## src/rtl/assert_macros.svh

```systemverilog
// Assertion macros shared by the RTL of the CAN transport block.
// Depends on nothing; included by files that carry assertions.
`ifndef ASSERT_MACROS_SVH
`define ASSERT_MACROS_SVH
// Implication checked on every clock edge outside reset.
`define ASSERT_IMPL(label, clk, rst_n, ante, cons) \
  label: assert property (@(posedge clk) disable iff (!rst_n) (ante) |-> (cons)) \
    else $error("assertion failed");
// Next-cycle implication outside reset.
`define ASSERT_NEXT(label, clk, rst_n, ante, cons) \
  label: assert property (@(posedge clk) disable iff (!rst_n) (ante) |=> (cons)) \
    else $error("assertion failed");
`endif

```

## src/rtl/ctsr_ram.sv

```systemverilog
// Byte-wide single-port store with registered read.
// Depends on nothing.
`default_nettype none
module ctsr_ram #(
  parameter int DEPTH = 256,
  parameter int AW = 8
) (
  input  wire logic          clk,
  input  wire logic          we,
  input  wire logic [AW-1:0] addr,
  input  wire logic [7:0]    wdata,
  output logic      [7:0]    rdata
);
  logic [7:0] mem [DEPTH];
  always_ff @(posedge clk) begin
    if (we) begin
      mem[addr] <= wdata;
    end
    rdata <= mem[addr];
  end
endmodule
`default_nettype wire

```

## config.mk

```make
export PLATFORM = sky130hd
export DESIGN_NAME = ctsr_ram
export DESIGN_NICKNAME = d
export VERILOG_FILES = /design/src/rtl/assert_macros.svh /design/src/rtl/ctsr_ram.sv
export SDC_FILE = /design/constraint.sdc
export NUM_CORES = 2
export LEC_CHECK = 0
export ABC_AREA = 1
export ABC_CLOCK_PERIOD_IN_PS = 6700
export BUFFER_PORTS_ARGS = -buffer_cell sky130_fd_sc_hd__buf_4
export CAP_MARGIN = 20
export CORE_ASPECT_RATIO = 1.1
export CORE_MARGIN = 2
export CORE_UTILIZATION = 29
export CTS_CLUSTER_SIZE = 16
export DETAILED_ROUTE_END_ITERATION = 10
export PLACE_DENSITY = 0.49
export SYNTH_ARGS = -nofsm -noshare
export SYNTH_HDL_FRONTEND = slang
export SYNTH_SLANG_ARGS = --single-unit
```

## constraint.sdc

```tcl
create_clock -name clk -period 6.7 [get_ports clk]
set_input_delay 1.675 -clock clk [delete_from_list [all_inputs] [get_ports clk]]
set_output_delay 1.675 -clock clk [all_outputs]
set_load 0.03 [all_outputs]
```

==> impl_metrics.ini <==
[cts]
cts_tree = done
postCtsHoldBufs = 0
cts_max_level = 4
cts_setup_buffers = 0
numCtsBuffers = 214
post_cts_resized = 0
cts_buffer_depth = 3
clk_latency_ns = 0.86
cts-root-buf = clkbuf_16
cts_num_sinks = 2056
clkTransAtPathRegs_ns = 0.06

[sta]
maxSlewViolCount = 0
hold_viol = 0
setup_viol = 0
finalCritPeriodShare_pct = 69.36
final.setup.tns_ns = 0
fin_crit_ns = 4.647
skew_ns = 0.05052
fmax_mhz = 215.2
tightest_slew_ns = 1.112
rsz0062_at_grt = false
maxSlewHeadroom_pct = 25.64
fin_ws_ns = 2.053

[layout]
nFillCells = 29570
multi_input_area_sq_mm = 0.02127
stdcell_count = 12000
fin_nets = 7951
drive_gt1_share_pct = 5.390
seqCellArea_sq_mm = 0.06166
final_cell_mix = nand2_1, edfxtp_1, nor2_1, clkbuf_16, nand3_1
final_common_cell = nand2_1
syn_to_final_growth_pct = 13.17

[synthesis]
synth_seq_cells = 2056
netlist_area_sq_mm = 0.08486
synth_nets = 8039
ys_types = 18
netlist_instances = 8021
syn_area_per_cell_sq_um = 10.58
ys_warn_count = 0
yosysSeqAreaShare_pct = 72.66

[global_routing]
overflow = 0
grt_max_degree = 148
grt_usage_pct = 16.31
grt_first_pass_wirelength_um = 364200
grt_pass1_vias = 54360
grt_antenna_before_repair = 13

[worst_setup_path]
critPathKind = input port to flop
path_max_fanout = 92
ff2ff_setup_slack_ns = 4.14
crit_path_end_kind = flop
r2r_cells = 12
start_kind = input port
cp.required_ns = 7.42
r2r_start = mem[199][3]
r2r_end = rdata[3]
crit_arrival_ns = 5.36

[routing]
wl_met1_um = 109200
routed.top_layer = met5
ant_nets = 0
wl_per_cell_um = 20.57
drt_first_pass_iters = 5
wl_met3_um = 11470
viasPerCell = 4.584
dr.first_iter.drc_count = 4878
via_count = 54990
wl_met2_um = 119100
drc_errors = 0
wl_um = 246700

[pwr]
p_seq_share_pct = 51.7
p_sw_share_pct = 23.01
ir_drop_v = 0.0002292
power.share.clock_pct = 42.6
p_switching_w = 0.006318
p_comb_share_pct = 5.7
p_int_w = 0.02114
power_density_mw_per_mm2 = 286.0
leakage_nw = 37.04

[placed_design]
dp.cells = 11600
dp_hpwl_um = 137200
gp_congestion = 0.8145
place_worst_setup_slack_ns = 1.197
port_buffers = 25

[outcome]
run_status = completed

[worst_hold_path]
min_to = rdata[4]
hp-class = flop to flop
min_from = mem[106][4]
hold_depth = 10

[die]
start_util_pct = 29.11
die_area_sq_mm = 0.2970
num_io_pins = 26
die_y_um = 571.3
fp.dieW_um = 519.8
fp.coreArea_sq_mm = 0.2915
rows = 208

[flow_run]
max_cap_violations = 0
synthesized netlist by cell type (all sizes together):
master,number,area [sq um]
nand3,188,940.9
dfxtp,8,160.2
buf,247,1230
edfxtp,2048,61500
nand2,4771,17920
o21ai,160,800.8
a21oi,32,160.2
inv,35,136.4
nor2,362,1375
clkbuf,170,638.1
layer usage:
metal  up-vias  global-route usage (%)
met5         -                       0
met3       344                   1.957
met1     27090                   21.91
li1      26190                       -
met4         2                   5.071
met2      1358                   27.49
critical path, stage by stage:
cell,delay [ns]
buf_8,0.41
inv_8,0.40
buf_4,0.53
nand2_1,0.16
a21oi_1,0.08
o21ai_0,0.26
nand2_1,0.08
o21ai_1,0.22
nand2_1,0.15
nor2_1,0.25
nor2_1,0.11
nor2_1,0.59
nand2_1,0.13
layout make-up:
type | instances | share of cell area (%)
sequential | 2056 | 64.21
clock inverter | 122 | 1.222
multi-input combinational | 5513 | 22.14
antenna | 3 | 0.007817
tap | 3885 | 5.062
clock buffer | 269 | 5.858
timing repair buffer | 113 | 1.330
inverter | 35 | 0.1720
registers in the layout (all words and copies together) (netlist names):
register and count:
rdata 8, mem 2048
power by group through the flow:
| stage | clock, W | sequential [W] | combinational (W) |
|---|---|---|---|
| floorplan | 0 | 0.0145 | 0.000806 |
| global placement | 0 | 0.0145 | 0.00158 |
| detailed placement | 0 | 0.0145 | 0.00159 |
| CTS | 0.0119 | 0.0142 | 0.00159 |
| global route | 0.0124 | 0.0142 | 0.00173 |
| finish | 0.0117 | 0.0142 | 0.00157 |
metrics by stage:
step	cell area (sq um)	utilization, %	hold slack, ns	power (W)
after detailed placement	89230	30.61	0.9136	0.01606
final	96030	32.95	0.9243	0.02746
after global placement	89180	30.59	0.9389	0.01606
after CTS	96030	32.94	0.9270	0.02771
after floorplan	84860	-	0.7882	0.01528
after global routing	96030	32.95	1.056	0.02833
logic make-up (layout without fill, tap and decap cells):
group / Yosys count / in the layout / synth area share [%]
AO/OA/AOI/OAI: 192 / 192 / 1.132
buffers and inverters: 452 / 539 / 2.362
flip-flops: 2056 / 2056 / 72.66
other: 0 / 3 / 0
AND/OR/NAND/NOR: 5321 / 5321 / 23.84
worst max path at each step:
stage / startpoint / endpoint / cells after the start
floorplan: addr[1] / mem[234][0] / 10
global placement: addr[0] / rdata[3] / 13
detailed placement: addr[0] / rdata[3] / 13
CTS: addr[0] / rdata[3] / 13
global route: addr[0] / rdata[3] / 13
finish: addr[0] / rdata[3] / 13
Note: power is estimated with default switching activity, not from simulation.
